==> config.mk <==
export PLATFORM = sky130hd
export DESIGN_NAME = bell_chime_wavetable_synth
export DESIGN_NICKNAME = d
export VERILOG_FILES = /design/src/rtl/bcws_pkg.sv /design/src/rtl/bcws_cfg.sv /design/src/rtl/bcws_voice.sv /design/src/rtl/bell_chime_wavetable_synth.sv
export VERILOG_INCLUDE_DIRS = /design/src /design/src/rtl
export SDC_FILE = /design/constraint.sdc
export NUM_CORES = 1
export LEC_CHECK = 0
export BUFFER_PORTS_ARGS = -buffer_cell sky130_fd_sc_hd__buf_2
export CAP_MARGIN = 20
export CORE_ASPECT_RATIO = 0.7
export CORE_MARGIN = 2
export CORE_UTILIZATION = 65
export CTS_CLUSTER_DIAMETER = 100
export DETAILED_ROUTE_END_ITERATION = 12
export PLACE_DENSITY_LB_ADDON = 0.08
export SLEW_MARGIN = 30
export SYNTH_ARGS = -nofsm -noshare
export SYNTH_HDL_FRONTEND = slang
export SYNTH_SLANG_ARGS = --single-unit
==> constraint.sdc <==
create_clock -name clk -period 13.2 [get_ports clk]
set_clock_uncertainty 0.15 [all_clocks]
set_input_delay 2.64 -clock clk [delete_from_list [all_inputs] [get_ports clk]]
set_output_delay 2.64 -clock clk [all_outputs]
set_load 0.02 [all_outputs]
==> src/rtl/assert_macros.svh <==
// ----------------------------------------------------------------------------
// assert_macros.svh
// Assertion helpers for the top-level RTL. Define ASSERT_OFF to compile them out.
// ----------------------------------------------------------------------------
`ifndef ASSERT_MACROS_SVH
`define ASSERT_MACROS_SVH

`ifndef ASSERT_OFF

// Check an implication-style property on every rising edge outside reset
`define ASSERT_CLKD(label, clk, rst_n, prop, msg) \
	label: assert property (@(posedge clk) disable iff (!rst_n) (prop)) else $error(msg);

// Check that a condition never holds outside reset
`define ASSERT_NEVER(label, clk, rst_n, cond, msg) \
	label: assert property (@(posedge clk) disable iff (!rst_n) !(cond)) else $error(msg);

`else

`define ASSERT_CLKD(label, clk, rst_n, prop, msg)
`define ASSERT_NEVER(label, clk, rst_n, cond, msg)

`endif

`endif

==> src/rtl/bcws_pkg.sv <==
// ----------------------------------------------------------------------------
// bcws_pkg
// Types, register indexes, wavetables and fixed-point helpers of the bell
// chime synthesizer.
// ----------------------------------------------------------------------------
package bcws_pkg;

	localparam int PHASE_W = 6;
	localparam int AMP_W   = 8;
	localparam int DUTY_W  = 8;
	localparam int REG_IDX_W = 3;

	localparam logic [DUTY_W-1:0] DUTY_MID = 8'd128;

	// Playback mode, also the play_mode output code
	typedef enum logic [1:0] {
		MODE_IDLE  = 2'd0,
		MODE_SHORT = 2'd1,
		MODE_LONG  = 2'd2
	} mode_t;

	// Configuration register indexes
	typedef enum logic [REG_IDX_W-1:0] {
		REG_FUND_FADE_LONG  = 3'd0,
		REG_FUND_FADE_SHORT = 3'd1,
		REG_OVER_FADE_LONG  = 3'd2,
		REG_OVER_FADE_SHORT = 3'd3,
		REG_FUND_START_AMP  = 3'd4,
		REG_OVER_START_AMP  = 3'd5
	} reg_idx_t;

	// Register reset values
	localparam logic [7:0] FUND_FADE_LONG_RST  = 8'd200;
	localparam logic [7:0] FUND_FADE_SHORT_RST = 8'd120;
	localparam logic [7:0] OVER_FADE_LONG_RST  = 8'd150;
	localparam logic [7:0] OVER_FADE_SHORT_RST = 8'd80;
	localparam logic [7:0] FUND_START_AMP_RST  = 8'd180;
	localparam logic [7:0] OVER_START_AMP_RST  = 8'd200;

	typedef struct packed {
		logic flasher_level;
		logic doors_level;
	} tick_t;

	typedef struct packed {
		logic [DUTY_W-1:0] duty;
		logic              drive_on;
		mode_t             play_mode;
	} chime_t;

	// Configuration register file contents
	typedef struct packed {
		logic [7:0] fund_fade_long;
		logic [7:0] fund_fade_short;
		logic [7:0] over_fade_long;
		logic [7:0] over_fade_short;
		logic [AMP_W-1:0] fund_start_amp;
		logic [AMP_W-1:0] over_start_amp;
	} cfg_t;

	// Fundamental partial, one sine period; entries past the period are zero
	function automatic logic signed [7:0] fund_wave(input logic [PHASE_W-1:0] idx);
		logic signed [7:0] v;
		case (idx)
			6'd0:  v = 8'sd0;    6'd1:  v = 8'sd10;   6'd2:  v = 8'sd19;
			6'd3:  v = 8'sd28;   6'd4:  v = 8'sd36;   6'd5:  v = 8'sd44;
			6'd6:  v = 8'sd50;   6'd7:  v = 8'sd55;   6'd8:  v = 8'sd60;
			6'd9:  v = 8'sd62;   6'd10: v = 8'sd64;   6'd11: v = 8'sd64;
			6'd12: v = 8'sd62;   6'd13: v = 8'sd60;   6'd14: v = 8'sd55;
			6'd15: v = 8'sd50;   6'd16: v = 8'sd44;   6'd17: v = 8'sd36;
			6'd18: v = 8'sd28;   6'd19: v = 8'sd19;   6'd20: v = 8'sd10;
			6'd21: v = 8'sd0;    6'd22: v = -8'sd10;  6'd23: v = -8'sd19;
			6'd24: v = -8'sd28;  6'd25: v = -8'sd36;  6'd26: v = -8'sd44;
			6'd27: v = -8'sd50;  6'd28: v = -8'sd55;  6'd29: v = -8'sd60;
			6'd30: v = -8'sd62;  6'd31: v = -8'sd64;  6'd32: v = -8'sd64;
			6'd33: v = -8'sd62;  6'd34: v = -8'sd60;  6'd35: v = -8'sd55;
			6'd36: v = -8'sd50;  6'd37: v = -8'sd44;  6'd38: v = -8'sd36;
			6'd39: v = -8'sd28;  6'd40: v = -8'sd19;  6'd41: v = -8'sd10;
			default: v = 8'sd0;
		endcase
		return v;
	endfunction

	// Overtone partial; entries past the period are zero
	function automatic logic signed [7:0] over_wave(input logic [PHASE_W-1:0] idx);
		logic signed [7:0] v;
		case (idx)
			6'd0:  v = 8'sd0;    6'd1:  v = 8'sd12;   6'd2:  v = 8'sd23;
			6'd3:  v = 8'sd32;   6'd4:  v = 8'sd38;   6'd5:  v = 8'sd41;
			6'd6:  v = 8'sd42;   6'd7:  v = 8'sd42;   6'd8:  v = 8'sd42;
			6'd9:  v = 8'sd40;   6'd10: v = 8'sd38;   6'd11: v = 8'sd36;
			6'd12: v = 8'sd34;   6'd13: v = 8'sd32;   6'd14: v = 8'sd30;
			6'd15: v = 8'sd28;   6'd16: v = 8'sd26;   6'd17: v = 8'sd24;
			6'd18: v = 8'sd22;   6'd19: v = 8'sd20;   6'd20: v = 8'sd18;
			6'd21: v = 8'sd16;   6'd22: v = 8'sd15;   6'd23: v = 8'sd13;
			6'd24: v = 8'sd12;   6'd25: v = 8'sd10;   6'd26: v = 8'sd9;
			6'd27: v = 8'sd7;    6'd28: v = 8'sd6;    6'd29: v = 8'sd4;
			6'd30: v = 8'sd3;    6'd31: v = 8'sd1;    6'd32: v = 8'sd0;
			6'd33: v = -8'sd1;   6'd34: v = -8'sd3;   6'd35: v = -8'sd4;
			6'd36: v = -8'sd6;   6'd37: v = -8'sd7;   6'd38: v = -8'sd9;
			6'd39: v = -8'sd10;  6'd40: v = -8'sd12;  6'd41: v = -8'sd13;
			default: v = 8'sd0;
		endcase
		return v;
	endfunction

	// Signed sample times unsigned amplitude, floor-shifted right by 8, low byte
	function automatic logic [DUTY_W-1:0] scale(input logic signed [7:0] s,
			input logic [AMP_W-1:0] u);
		logic signed [16:0] p;
		p = $signed({{9{s[7]}}, s}) * $signed({9'b0, u});
		return p[15:8];
	endfunction

endpackage

==> src/rtl/bcws_cfg.sv <==
// ----------------------------------------------------------------------------
// bcws_cfg
// Configuration register file: fade periods and strike amplitudes.
// ----------------------------------------------------------------------------
module bcws_cfg import bcws_pkg::*; (
	input  logic                 clk,
	input  logic                 arst_n,
	input  logic                 wr_en,
	input  logic [REG_IDX_W-1:0] wr_index,
	input  logic [7:0]           wr_data,
	output cfg_t                 cfg
);

	cfg_t cfg_q;

	// Write the addressed register; drop writes to unused indexes
	always_ff @(posedge clk or negedge arst_n) begin
		if (!arst_n) begin
			cfg_q.fund_fade_long  <= FUND_FADE_LONG_RST;
			cfg_q.fund_fade_short <= FUND_FADE_SHORT_RST;
			cfg_q.over_fade_long  <= OVER_FADE_LONG_RST;
			cfg_q.over_fade_short <= OVER_FADE_SHORT_RST;
			cfg_q.fund_start_amp  <= FUND_START_AMP_RST;
			cfg_q.over_start_amp  <= OVER_START_AMP_RST;
		end else if (wr_en) begin
			case (reg_idx_t'(wr_index))
				REG_FUND_FADE_LONG:  cfg_q.fund_fade_long  <= wr_data;
				REG_FUND_FADE_SHORT: cfg_q.fund_fade_short <= wr_data;
				REG_OVER_FADE_LONG:  cfg_q.over_fade_long  <= wr_data;
				REG_OVER_FADE_SHORT: cfg_q.over_fade_short <= wr_data;
				REG_FUND_START_AMP:  cfg_q.fund_start_amp  <= wr_data;
				REG_OVER_START_AMP:  cfg_q.over_start_amp  <= wr_data;
				default: ;
			endcase
		end
	end

	assign cfg = cfg_q;

endmodule

==> src/rtl/bcws_voice.sv <==
// ----------------------------------------------------------------------------
// bcws_voice
// Voice state and single-pass tick update: mode control, decay dividers,
// wavetable lookup and duty mix.
// ----------------------------------------------------------------------------
module bcws_voice import bcws_pkg::*; #(
	parameter int TABLE_LEN = 42
) (
	input  logic   clk,
	input  logic   arst_n,
	input  logic   advance,
	input  tick_t  tick,
	input  cfg_t   cfg,
	output chime_t result
);

	localparam logic [PHASE_W:0] PHASE_END = (PHASE_W+1)'(TABLE_LEN);

	mode_t              mode_q;
	logic [PHASE_W-1:0] phase_q;
	logic [AMP_W-1:0]   fund_amp_q, over_amp_q;
	logic [7:0]         fund_div_q, over_div_q;
	logic [DUTY_W-1:0]  last_duty_q;

	mode_t              mode_eff, mode_d;
	logic               active;
	logic [7:0]         ffade, ofade;
	logic [PHASE_W-1:0] phase_rd, phase_inc, phase_d;
	logic [AMP_W-1:0]   fund_amp_d, over_amp_pre, over_amp_d;
	logic [7:0]         fund_div_d, over_div_pre, over_div_d;
	logic [DUTY_W-1:0]  duty_d;

	// Trigger: a mode starts only from idle, doors wins
	always_comb begin
		mode_eff = mode_q;
		if (mode_q == MODE_IDLE) begin
			if (tick.flasher_level)
				mode_eff = MODE_SHORT;
			if (!tick.doors_level)
				mode_eff = MODE_LONG;
		end
		active = (mode_eff != MODE_IDLE);
	end

	// Next state: drop back to idle once the fundamental has died out
	always_comb begin
		if (active && fund_amp_d != '0)
			mode_d = mode_eff;
		else
			mode_d = MODE_IDLE;
	end

	// Datapath: step the dividers, look up both partials, mix
	always_comb begin
		ffade = (mode_eff == MODE_LONG) ? cfg.fund_fade_long : cfg.fund_fade_short;
		ofade = (mode_eff == MODE_LONG) ? cfg.over_fade_long : cfg.over_fade_short;

		fund_amp_d   = fund_amp_q;
		fund_div_d   = fund_div_q;
		over_amp_pre = over_amp_q;
		over_div_pre = over_div_q;
		phase_rd     = phase_q;

		// Fundamental divider; a strike reloads both partials and the phase
		if (fund_div_q == '0) begin
			fund_div_d = ffade;
			if (fund_amp_q == '0) begin
				fund_amp_d   = cfg.fund_start_amp;
				over_amp_pre = cfg.over_start_amp;
				over_div_pre = ofade;
				phase_rd     = '0;
			end else begin
				fund_amp_d = fund_amp_q - 1'b1;
			end
		end else begin
			fund_div_d = fund_div_q - 1'b1;
		end

		// Overtone divider, amplitude stops at zero
		over_amp_d = over_amp_pre;
		if (over_div_pre == '0) begin
			over_div_d = ofade;
			if (over_amp_pre != '0)
				over_amp_d = over_amp_pre - 1'b1;
		end else begin
			over_div_d = over_div_pre - 1'b1;
		end

		duty_d = DUTY_MID + scale(fund_wave(phase_rd), fund_amp_d)
			+ scale(over_wave(phase_rd), over_amp_d);

		// Advance the phase and wrap at the table length
		phase_inc = phase_rd + 1'b1;
		phase_d   = ({1'b0, phase_inc} >= PHASE_END) ? '0 : phase_inc;
	end

	// Commit the tick on an accepted transaction; idle ticks hold everything
	always_ff @(posedge clk or negedge arst_n) begin
		if (!arst_n) begin
			mode_q      <= MODE_IDLE;
			phase_q     <= '0;
			fund_amp_q  <= '0;
			over_amp_q  <= '0;
			fund_div_q  <= '0;
			over_div_q  <= '0;
			last_duty_q <= DUTY_MID;
		end else if (advance) begin
			mode_q <= mode_d;
			if (active) begin
				phase_q     <= phase_d;
				fund_amp_q  <= fund_amp_d;
				over_amp_q  <= over_amp_d;
				fund_div_q  <= fund_div_d;
				over_div_q  <= over_div_d;
				last_duty_q <= duty_d;
			end
		end
	end

	// Result of this tick
	always_comb begin
		result.duty      = active ? duty_d : last_duty_q;
		result.drive_on  = (mode_d != MODE_IDLE);
		result.play_mode = mode_d;
	end

endmodule

==> src/rtl/bell_chime_wavetable_synth.sv <==
// ----------------------------------------------------------------------------
// bell_chime_wavetable_synth: two-partial decaying bell tone PWM synthesizer
// Latency: a result is valid in the cycle after its tick transaction.
// Throughput: one tick per cycle unless a waiting result is stalled, set by the single-pass voice update.
// Reset: arst_n clears voice state to idle, duty to 128, registers to defaults.
// ----------------------------------------------------------------------------
`include "assert_macros.svh"

module bell_chime_wavetable_synth import bcws_pkg::*; #(
	parameter int TABLE_LEN = 42
) (
	input  logic                 clk,
	input  logic                 arst_n,
	// Tick channel
	input  logic                 tick_valid,
	output logic                 tick_stall,
	input  tick_t                tick,
	// Result channel
	output logic                 chime_valid,
	input  logic                 chime_stall,
	output chime_t               chime,
	// Configuration write channel
	input  logic                 cfg_valid,
	output logic                 cfg_ready,
	input  logic [REG_IDX_W-1:0] cfg_index,
	input  logic [7:0]           cfg_data
);

	cfg_t   cfg;
	chime_t result;
	chime_t chime_q;
	logic   chime_valid_q;
	logic   tick_accept;

	// Hold the tick channel only while a result waits and is not taken
	assign tick_stall  = chime_valid_q && chime_stall;
	assign tick_accept = tick_valid && !tick_stall;
	assign cfg_ready   = 1'b1;

	bcws_cfg u_cfg (
		.clk      (clk),
		.arst_n   (arst_n),
		.wr_en    (cfg_valid && cfg_ready),
		.wr_index (cfg_index),
		.wr_data  (cfg_data),
		.cfg      (cfg)
	);

	bcws_voice #(
		.TABLE_LEN (TABLE_LEN)
	) u_voice (
		.clk     (clk),
		.arst_n  (arst_n),
		.advance (tick_accept),
		.tick    (tick),
		.cfg     (cfg),
		.result  (result)
	);

	// Output register valid flag
	always_ff @(posedge clk or negedge arst_n) begin
		if (!arst_n) begin
			chime_valid_q <= 1'b0;
		end else if (tick_accept) begin
			chime_valid_q <= 1'b1;
		end else if (!chime_stall) begin
			chime_valid_q <= 1'b0;
		end
	end

	// Output register payload
	always_ff @(posedge clk) begin
		if (tick_accept) begin
			chime_q <= result;
		end
	end

	assign chime_valid = chime_valid_q;
	assign chime       = chime_q;

	// Every accepted tick yields a result in the next cycle
	`ASSERT_CLKD(a_tick_gives_result, clk, arst_n,
		(tick_valid && !tick_stall) |=> chime_valid, "accepted tick produced no result")

	// Drive is on exactly when a mode is active
	`ASSERT_CLKD(a_drive_matches_mode, clk, arst_n,
		chime_valid |-> (chime.drive_on == (chime.play_mode != MODE_IDLE)),
		"drive_on disagrees with play_mode")

	// A mode change never skips idle between short and long chimes
	`ASSERT_NEVER(a_no_mode_jump, clk, arst_n,
		chime_valid && $past(chime_valid) && !$past(chime_stall)
		&& $past(chime.play_mode) != MODE_IDLE && chime.play_mode != MODE_IDLE
		&& chime.play_mode != $past(chime.play_mode),
		"play_mode switched between active modes without idle")

endmodule

==> results of run 1 <==
==> synth_stat cells, types with 3 or more instances <==
cell type / number
a31oi_1: 13
o311ai_0: 3
nand2_1: 131
and2_1: 18
a41oi_1: 3
o22ai_1: 3
nand2b_1: 12
buf_2: 8
fa_1: 71
xnor2_1: 19
a32oi_1: 10
dfrtp_1: 76
edfxtp_1: 11
nor3b_1: 6
a211oi_1: 7
mux2_2: 54
a2bb2oi_1: 3
o41ai_1: 3
nor4_1: 10
nor2_1: 143
nand3_1: 25
or2_2: 12
ha_1: 111
o21ai_1: 9
or3_1: 11
mux2i_1: 15
a21oi_1: 48
a21o_1: 7
clkbuf_1: 44
xor2_1: 4
and3_1: 3
o21ai_0: 63
o21a_1: 6
nand4_1: 8
o21bai_1: 3
dfstp_2: 21
o211ai_1: 6
inv_1: 103
nor3_1: 39
nor2b_1: 6
o22a_1: 11
or2_1: 11
==> how the worst min path moves through the flow <==
stage          slack [ns]                                from  depth (start not counted)                                  to
2_1_floorplan        0.29   u_voice.over_div_q[1]$_DFFE_PN0P_                          2   u_voice.over_div_q[1]$_DFFE_PN0P_
3_3_place_gp         0.30   u_voice.over_div_q[1]$_DFFE_PN0P_                          2   u_voice.over_div_q[1]$_DFFE_PN0P_
3_5_place_dp         0.31   u_voice.over_div_q[1]$_DFFE_PN0P_                          2   u_voice.over_div_q[1]$_DFFE_PN0P_
4_1_cts              0.33   u_voice.over_div_q[1]$_DFFE_PN0P_                          2   u_voice.over_div_q[1]$_DFFE_PN0P_
5_1_grt              0.36  u_voice.last_duty_q[6]$_DFFE_PN0P_                          2  u_voice.last_duty_q[6]$_DFFE_PN0P_
6_report             0.33   u_voice.over_div_q[1]$_DFFE_PN0P_                          2   u_voice.over_div_q[1]$_DFFE_PN0P_
==> worst reg2reg max path, delay by kind of cell (launching register included) <==
| family | cells | cell delay [ns] |
|---|---|---|
| adders and majority gates | 9 | 3.60 |
| AOI/OAI and AO/OA | 10 | 2.88 |
| and+or+nand+nor | 8 | 2.24 |
| xor gates and xnor gates | 5 | 1.20 |
| buffers and inverters | 3 | 0.49 |
| DFF | 1 | 0.45 |
==> layout make-up <==
cell class / instances / area, µm² / area share
flip-flops and latches: 108 / 2784 / 0.2414
clock buffers: 9 / 225.2 / 0.01953
clock inverters: 7 / 51.30 / 0.004448
inverters: 105 / 394.1 / 0.03418
well taps: 225 / 281.5 / 0.02441
repair buffers: 49 / 295.3 / 0.02560
multi-input cells: 957 / 7501 / 0.6504
==> metrics by stage <==
step | instance area, µm² | total power [mW] | hold slack, ns | setup WS (ns) | util
after detailed placement | 11250 | 1.897 | 0.3110 | 1.249 | 0.6884
after floorplan | 10880 | 1.502 | 0.2896 | 2.658 | -
final | 11530 | 2.186 | 0.3262 | 1.456 | 0.7055
after global routing | 11530 | 2.381 | 0.3557 | 0.9459 | 0.7055
after global placement | 11240 | 1.870 | 0.3044 | 1.472 | 0.6878
after CTS | 11530 | 2.165 | 0.3264 | 1.637 | 0.7053
==> layout by cell type, fill, tap and decap left out, drive strengths merged, types with 10 or more instances in the layout <==
master,instances
nor2,143
nand2,131
ha,111
inv,107
dfrtp,76
o21ai,72
fa,71
mux2,54
a21oi,49
buf,49
nor3,39
nand3,26
or2,23
dfstp,21
xnor2,20
and2,19
mux2i,15
a31oi,13
nand2b,12
nor4,12
or3,11
o22a,11
edfxtp,11
a32oi,10
==> registers in the layout, indices dropped and copies added (netlist names) <==
register,cells
chime,11
u_voice.mode_q,2
u_voice.fund_amp_q,8
u_cfg.cfg,48
u_voice.last_duty_q,8
u_voice.phase_q,6
chime_valid,1
u_voice.fund_div_q,8
u_voice.over_amp_q,8
u_voice.over_div_q,8
==> layer usage <==
metal / up-vias / GRT usage / wire length (µm) / part of all wire
met1: 4279 / 0.4820 / 12730 / 0.48
met3: 28 / 0.06409 / 1966 / 0.074
met5: - / 0 / 0 / 0
li1: 4251 / - / - / -
met2: 318 / 0.4794 / 11520 / 0.44
met4: 0 / 0.05285 / 255 / 0.0096
==> cell families after synthesis <==
kind of cell	after synthesis	share of synthesized area
AO/OA/AOI/OAI	227	0.1379
XOR/XNOR	26	0.02358
adder cells (fa/ha/maj)	182	0.2584
buffers and inverters	160	0.05648
flip-flops	108	0.2560
multiplexers	69	0.06971
other	1	0.0003448
AND/OR/NAND/NOR	452	0.1976
==> power by group <==
group | switching [mW] | leakage, nW | total (mW) | internal (mW)
logic | 0.874 | 4.05 | 1.38 | 0.502
registers | 0.0991 | 1.28 | 0.557 | 0.458
clock network | 0.125 | 0.134 | 0.254 | 0.129
==> impl_metrics.env, run 1 <==
export IMPL_status="finished, final reports clean"
export IMPL_dieWidth_um=158.6
export IMPL_rsz0062_at_grt="false"
export IMPL_cts_sinks=108
export IMPL_leakage_nw=5.467
export IMPL_synth_edf_count=11
export IMPL_r2r_cells=35
export IMPL_cp_required_ns=13.14
export IMPL_start_util=0.6654
export IMPL_setup_worst_path_class="in -> reg"
export IMPL_syn_to_final_growth_pct=6.028
export IMPL_avgSynthCellArea_um2=8.879
export IMPL_crit_start="tick[0]"
export IMPL_io_buffer_count=30
export IMPL_yosys_top_cells_area="dfrtp_1 17%, fa_1 13%, ha_1 13%"
export IMPL_post_cts_buffers=0
export IMPL_drv_cap=0
export IMPL_tns_ns=0
export IMPL_drt_iter0_markers=764
export IMPL_slew_headroom=0.3638
export IMPL_worst_path_buf_inv=4
export IMPL_critical_path_max_stage_delay_ns=0.53
export IMPL_cts_hold_buffers=0
export IMPL_antenna_cells=0
export IMPL_crit_slowest_cell="fa_1"
export IMPL_cp_depth=34
export IMPL_endpoint="chime[10]$_DFFE_PP_"
export IMPL_yosysTopAreaCell="dfrtp_1"
export IMPL_via_count=8876
export IMPL_nFillCells=1306
export IMPL_grt_max_degree=63
export IMPL_fmax_mhz=85.15
export IMPL_grt_ovfl_total=0
export IMPL_end_kind="register"
export IMPL_synth_top_area_share=0.1749
export IMPL_fin_cells=1460
export IMPL_cts_buffer_depth=2
export IMPL_drive_gt1_frac=0.1401
export IMPL_start_kind="input port"
export IMPL_path_delay_family="adder cells"
export IMPL_postCtsResizedCells=0
export IMPL_synthFlopType="dfrtp_1"
export IMPL_r2r_end="chime[10]$_DFFE_PP_"
export IMPL_dp_cells=1444
export IMPL_layout_nets=1430
export IMPL_fin_crit_ns=11.74
export IMPL_worstSkewPairLatency_ns=0.35
export IMPL_wl_um=26470
export IMPL_slew_viol_final=0
export IMPL_h_tree_depth=3
export IMPL_grt_util_all_layers=0.3172
export IMPL_setup_viol=0
export IMPL_cp_max_fo=16
export IMPL_routedWlPerCell_um=18.13
export IMPL_ir_drop_mv=0.1404
export IMPL_syn_num_nets=1425
export IMPL_cts_tree="done"
export IMPL_power_density_nw_per_um2=189.6
export IMPL_yosysSeqAreaShare=0.2560
export IMPL_cp_arrival_ns=11.68
export IMPL_async_flop_share=0.8981
export IMPL_io_pins=32
export IMPL_yosysUniqueCellTypes=85
export IMPL_die_area_um2=17800
export IMPL_grt_pass1_wl_um=44280
export IMPL_finalHoldViolCount=0
export IMPL_dp_hpwl_um=19980
export IMPL_min_period_over_period=0.8897
export IMPL_syn_area_um2=10880
export IMPL_worst_slew_pin_slew_ns=0.9501
export IMPL_ys_warn_count=0
export IMPL_fp_dieH_um=112.2
export IMPL_numCtsBuffers=9
export IMPL_vias_per_cell=6.079
export IMPL_antenna_found_initial=0
export IMPL_rows=39
export IMPL_timing_rr_start="u_voice.fund_amp_q[0]$_DFFE_PN0P_"
export IMPL_cts_clk_slew_worst_paths_ns=0.07
export IMPL_synth_seq_cells=108
export IMPL_crit_path_frequent_cell="fa_1"
export IMPL_worstHoldPathType="reg -> reg"
export IMPL_first_global_vias=8747
export IMPL_ant_nets=0
export IMPL_dr_pass1_iters=8
export IMPL_drc=0
export IMPL_gp_congestion=0.9394
export IMPL_r2r_slack_ns=1.94
export IMPL_clock_root_buffer="clkbuf_16"
export IMPL_synthCells=1225
export IMPL_fp_coreArea_um2=16350
Power figures use the tool's default switching activity.
==> run 2: changes to the inputs <==
--- a/config.mk
+++ b/config.mk
@@ -9,9 +9,10 @@
 export BUFFER_PORTS_ARGS = -buffer_cell sky130_fd_sc_hd__buf_2
 export CAP_MARGIN = 20
 export CORE_ASPECT_RATIO = 0.7
-export CORE_MARGIN = 2
+export CORE_MARGIN = 4
 export CORE_UTILIZATION = 65
 export CTS_CLUSTER_DIAMETER = 100
+export CTS_CLUSTER_SIZE = 25
 export DETAILED_ROUTE_END_ITERATION = 12
 export PLACE_DENSITY_LB_ADDON = 0.08
 export SLEW_MARGIN = 30
==> impl_metrics.env, run 2 (synthesis results as in run 1) <==
export IMPL_fmax_mhz=85.44
export IMPL_drc=0
export IMPL_power_density_nw_per_um2=191.4
export IMPL_setup_viol=0
export IMPL_dp_hpwl_um=20310
export IMPL_rows=39
export IMPL_syn_to_final_growth_pct=6.430
export IMPL_rsz0062_at_grt="false"
export IMPL_clkPwrFrac=0.125
export IMPL_start_util=0.6654
export IMPL_cts_clk_slew_worst_paths_ns=0.08
export IMPL_numCtsBuffers=9
export IMPL_fp_dieH_um=116.2
export IMPL_ant_nets=0
export IMPL_io_pins=32
export IMPL_slew_headroom=0.3761
export IMPL_wl_um=26790
export IMPL_grt_pass1_wl_um=44370
export IMPL_layout_nets=1430
export IMPL_cp_arrival_ns=11.65
export IMPL_dieWidth_um=162.6
export IMPL_crit_path_frequent_cell="fa_1"
export IMPL_crit_slowest_cell="fa_1"
export IMPL_power_switching_mw=1.117
export IMPL_dr_pass1_iters=5
export IMPL_via_count=8947
export IMPL_first_global_vias=8582
export IMPL_grt_ovfl_total=0
export IMPL_drt_iter0_markers=866
export IMPL_status="finished, final reports clean"
export IMPL_routedWlPerCell_um=18.35
export IMPL_fin_util=0.7082
export IMPL_vias_per_cell=6.128
export IMPL_worstHoldPathType="reg -> reg"
export IMPL_grt_util_all_layers=0.2921
export IMPL_antenna_found_initial=0
export IMPL_cts_sinks=108
export IMPL_worst_slew_pin_slew_ns=0.9317
export IMPL_pre_cts_ws_ns=1.240
export IMPL_gp_congestion=0.9289
export IMPL_critical_path_max_stage_delay_ns=0.53
export IMPL_ir_drop_mv=0.1181
export IMPL_end_kind="register"
export IMPL_post_cts_buffers=0
export IMPL_comb_power_share=0.624
export IMPL_setup_ws_ns=1.496
export IMPL_power_frac_seq=0.251
export IMPL_swShare=0.5040
export IMPL_io_buffer_count=30
export IMPL_mostFrequentLayoutCells="143 x nor2_1, 130 x nand2_1, 111 x ha_1, 103 x inv_1, 76 x dfrtp_1"
export IMPL_cp_max_fo=16
export IMPL_leakage_nw=5.490
export IMPL_mostFrequentLayoutCell="nor2_1"
export IMPL_cts_hold_buffers=0
export IMPL_grt_max_degree=69
export IMPL_postCtsResizedCells=0
export IMPL_setup_worst_path_class="in -> reg"
export IMPL_largest_reg_flops=48
export IMPL_h_tree_depth=3
export IMPL_min_period_over_period=0.8867
export IMPL_intPower_mw=1.099
export IMPL_worstSkewPairLatency_ns=0.35
export IMPL_tns_ns=0
export IMPL_drv_cap=0
export IMPL_die_area_um2=18900
export IMPL_clock_root_buffer="clkbuf_16"
export IMPL_drive_gt1_frac=0.1401
export IMPL_fin_crit_ns=11.70
export IMPL_slew_viol_final=0
export IMPL_start_kind="input port"
export IMPL_cts_buffer_depth=2
export IMPL_antenna_cells=0
export IMPL_finalHoldViolCount=0
export IMPL_cts_tree="done"
export IMPL_fp_coreArea_um2=16350
export IMPL_cp_required_ns=13.14
-- run 2: cell types whose count changed in the layout (fill, tap and decap cells not counted) --
| cell | change |
|---|---|
| o41ai_4 | +1 |
| nor2_2 | -1 |
| o41ai_2 | -1 |
| nor2_1 | +1 |
| inv_8 | +4 |
| clkinv_1 | -1 |
| clkinv_4 | -1 |
| clkinv_2 | -1 |
| clkinv_8 | +2 |
| inv_6 | -2 |
| clkinvlp_4 | -1 |
-- run 2: critical path, delay by kind of cell --
kind | cells | cell delay [ns]
compound gates | 8 | 1.62
simple gates | 10 | 2.65
buf+inv | 3 | 0.21
xor+xnor | 4 | 1.02
mux | 1 | 0.37
fa+ha+maj | 7 | 3.11
-- run 2: through the flow --
step	hold WS, ns	total power, mW	cells	area (µm²)
finish	0.3362	2.215	1460	11580
global route	0.3674	2.411	1460	11580
CTS	0.3349	2.199	1460	11580
detailed placement	0.3169	1.909	1444	11260
global placement	0.3069	1.869	1444	11240
floorplan	0.2896	1.502	1225	10880
-- run 2: final timing paths --
path,start,end,slack [ns],cells after the start
setup / recovery,tick[0],chime[10]$_DFFE_PP_,1.50,33
hold / removal,u_voice.over_div_q[1]$_DFFE_PN0P_,u_voice.over_div_q[1]$_DFFE_PN0P_,0.34,2
setup reg to reg,u_voice.fund_amp_q[0]$_DFFE_PN0P_,chime[10]$_DFFE_PP_,1.73,37
hold reg to reg,u_voice.over_div_q[1]$_DFFE_PN0P_,u_voice.over_div_q[1]$_DFFE_PN0P_,0.34,2
max in group asynchronous,arst_n,u_voice.over_amp_q[3]$_DFFE_PN0P_,9.65,2
min in group asynchronous,arst_n,chime_valid$_DFFE_PN0P_,2.04,1
-- run 2: cell type report --
| type | count | area (µm²) |
|---|---|---|
| Clock inverter | 7 | 86.33 |
| Clock buffer | 9 | 225.2 |
| Fill cell | 1303 | 4771 |
| Sequential cell | 108 | 2784 |
| Multi-Input combinational cell | 957 | 7510 |
| Tap cell | 225 | 281.5 |
| Inverter | 105 | 394.1 |
| Timing Repair Buffer | 49 | 295.3 |
-- run 2: power by group through the flow --
stage          registers, mW  clock network (mW)  logic [mW]
2_1_floorplan          0.532                   0       0.969
3_3_place_gp           0.553                   0        1.32
3_5_place_dp           0.557                   0        1.35
4_1_cts                0.552               0.279        1.37
5_1_grt                0.571               0.293        1.55
6_report               0.556               0.277        1.38
-- run 2: routing by layer --
metal  track usage  up-vias  share of wire  wire length, µm
li1              -     4251              -                -
met2        0.4569      332           0.44            11720
met3       0.03069       29          0.075             2000
met5             0        -              0                0
met1        0.4502     4335           0.48            12790
met4       0.05419        0          0.010              277
==> run 3: changes to the inputs <==
--- a/config.mk
+++ b/config.mk
@@ -15,7 +15,6 @@
 export CTS_CLUSTER_SIZE = 25
 export DETAILED_ROUTE_END_ITERATION = 12
 export PLACE_DENSITY_LB_ADDON = 0.08
-export SLEW_MARGIN = 30
 export SYNTH_ARGS = -nofsm -noshare
 export SYNTH_HDL_FRONTEND = slang
 export SYNTH_SLANG_ARGS = --single-unit
==> constraint.sdc (replaced) <==
create_clock -name clk -period 12.7 [get_ports clk]
set_clock_uncertainty 0.15 [all_clocks]
set_input_delay 2.54 -clock clk [delete_from_list [all_inputs] [get_ports clk]]
set_output_delay 2.54 -clock clk [all_outputs]
set_load 0.02 [all_outputs]
==> impl_metrics.env, run 3 (synthesis results as in run 1) <==
export IMPL_first_global_vias=8466
export IMPL_power_frac_seq=0.253
export IMPL_setup_ws_ns=1.137
export IMPL_post_cts_buffers=0
export IMPL_min_period_over_period=0.9104
export IMPL_grt_ovfl_total=0
export IMPL_clock_root_buffer="clkbuf_16"
export IMPL_power_switching_mw=1.152
export IMPL_crit_start="tick[0]"
export IMPL_grt_util_all_layers=0.2929
export IMPL_drt_iter0_markers=807
export IMPL_start_util=0.6654
export IMPL_comb_power_share=0.623
export IMPL_antenna_found_initial=0
export IMPL_fmax_mhz=86.49
export IMPL_grt_max_degree=50
export IMPL_worstSkewPairLatency_ns=0.36
export IMPL_crit_slowest_cell="fa_1"
export IMPL_h_tree_depth=3
export IMPL_place_area_um2=11240
export IMPL_cts_sinks=108
export IMPL_postCtsResizedCells=0
export IMPL_finalHoldViolCount=0
export IMPL_leakage_nw=5.483
export IMPL_grt_pass1_wl_um=44020
export IMPL_worst_hold_startpoint="u_voice.over_div_q[1]$_DFFE_PN0P_"
export IMPL_drc=0
export IMPL_ir_drop_mv=0.1721
export IMPL_numCtsBuffers=9
export IMPL_cts_buffer_depth=2
export IMPL_antenna_cells=0
export IMPL_drv_cap=0
export IMPL_cts_clk_slew_worst_paths_ns=0.08
export IMPL_gp_congestion=0.9629
export IMPL_cp_required_ns=12.65
export IMPL_dr_pass1_iters=7
export IMPL_routedWlPerCell_um=18.22
export IMPL_wl_um=26620
export IMPL_timing_rr_start="u_voice.fund_div_q[0]$_DFFE_PN0P_"
export IMPL_fin_crit_ns=11.56
export IMPL_fp_coreArea_um2=16350
export IMPL_fp_dieH_um=116.2
export IMPL_setup_worst_path_class="in -> reg"
export IMPL_postLayoutCellArea_um2=11550
export IMPL_largest_reg_flops=48
export IMPL_pre_cts_ws_ns=0.8569
export IMPL_end_kind="register"
export IMPL_layout_nets=1431
export IMPL_worstHoldPathType="reg -> reg"
export IMPL_rsz0062_at_grt="false"
export IMPL_intPower_mw=1.136
export IMPL_tns_ns=0
export IMPL_drive_gt1_frac=0.1392
export IMPL_dp_hpwl_um=20470
export IMPL_ant_nets=0
export IMPL_rows=39
export IMPL_fin_util=0.7065
export IMPL_start_kind="input port"
export IMPL_mostFrequentLayoutCells="143 x nor2_1, 130 x nand2_1, 111 x ha_1, 103 x inv_1, 76 x dfrtp_1"
export IMPL_cts_hold_buffers=0
export IMPL_cp_arrival_ns=11.51
export IMPL_slew_viol_final=0
export IMPL_swShare=0.5034
export IMPL_vias_per_cell=6.175
export IMPL_nFillCells=1322
export IMPL_multiInputGateArea_um2=7488
export IMPL_die_area_um2=18900
export IMPL_status="finished, final reports clean"
export IMPL_seqCellArea_um2=2784
export IMPL_io_pins=32
export IMPL_cp_max_fo=16
export IMPL_power_density_nw_per_um2=198.1
export IMPL_io_buffer_count=30
export IMPL_syn_to_final_growth_pct=6.189
export IMPL_mostFrequentLayoutCell="nor2_1"
export IMPL_clkPwrFrac=0.124
export IMPL_crit_path_frequent_cell="fa_1"
export IMPL_worst_slew_pin_slew_ns=1.140
export IMPL_setup_viol=0
export IMPL_slew_headroom=0.2344
export IMPL_cts_tree="done"
export IMPL_via_count=9021
export IMPL_critical_path_max_stage_delay_ns=0.52
export IMPL_dieWidth_um=162.6
-- run 3: cell type report --
type                    instances  share of cell area
repair buffers                 50             0.02600
inverters                     105             0.03412
clock inverters                 7            0.006608
flip-flops and latches        108              0.2410
multi-input cells             957              0.6484
clock buffers                   9             0.01950
well taps                     225             0.02437
-- run 3: per-stage QoR --
step | hold slack (ns) | total power [mW] | instances
2_1_floorplan | 0.2896 | 1.561 | 1225
3_3_place_gp | 0.3062 | 1.937 | 1444
3_5_place_dp | 0.3068 | 1.976 | 1444
4_1_cts | 0.3243 | 2.269 | 1460
5_1_grt | 0.3509 | 2.493 | 1461
6_report | 0.3192 | 2.288 | 1461
-- run 3: final timing paths --
| path | to | slack (ns) | depth (start not counted) |
|---|---|---|---|
| max | chime[10]$_DFFE_PP_ | 1.14 | 34 |
| min | u_voice.over_div_q[1]$_DFFE_PN0P_ | 0.32 | 2 |
| max reg2reg | chime[10]$_DFFE_PP_ | 1.62 | 35 |
| min reg2reg | u_voice.over_div_q[1]$_DFFE_PN0P_ | 0.32 | 2 |
| max in group asynchronous | u_voice.over_amp_q[2]$_DFFE_PN0P_ | 9.29 | 2 |
| min in group asynchronous | chime_valid$_DFFE_PN0P_ | 2.03 | 1 |
-- run 3: power by group through the flow --
stage	clock network, mW	logic (mW)	registers (mW)
2_1_floorplan	0	1.01	0.553
4_1_cts	0.287	1.41	0.575
3_5_place_dp	0	1.40	0.580
5_1_grt	0.303	1.60	0.595
3_3_place_gp	0	1.36	0.577
6_report	0.283	1.43	0.579
-- run 3: critical path, delay by kind of cell --
kind	cells	cell delay [ns]
XOR/XNOR	4	1.06
adder cells (fa/ha/maj)	7	3.14
multiplexers	1	0.35
AND/OR/NAND/NOR	10	2.48
buffers and inverters	4	0.43
AO/OA/AOI/OAI	8	1.52
-- run 3: per-layer routing --
metal / vias to the layer above / share of wire / global-route usage
li1: 4247 / - / -
met1: 4337 / 0.46 / 0.4321
met2: 391 / 0.41 / 0.4255
met3: 46 / 0.099 / 0.08360
met4: 0 / 0.024 / 0.08324
met5: - / 0 / 0
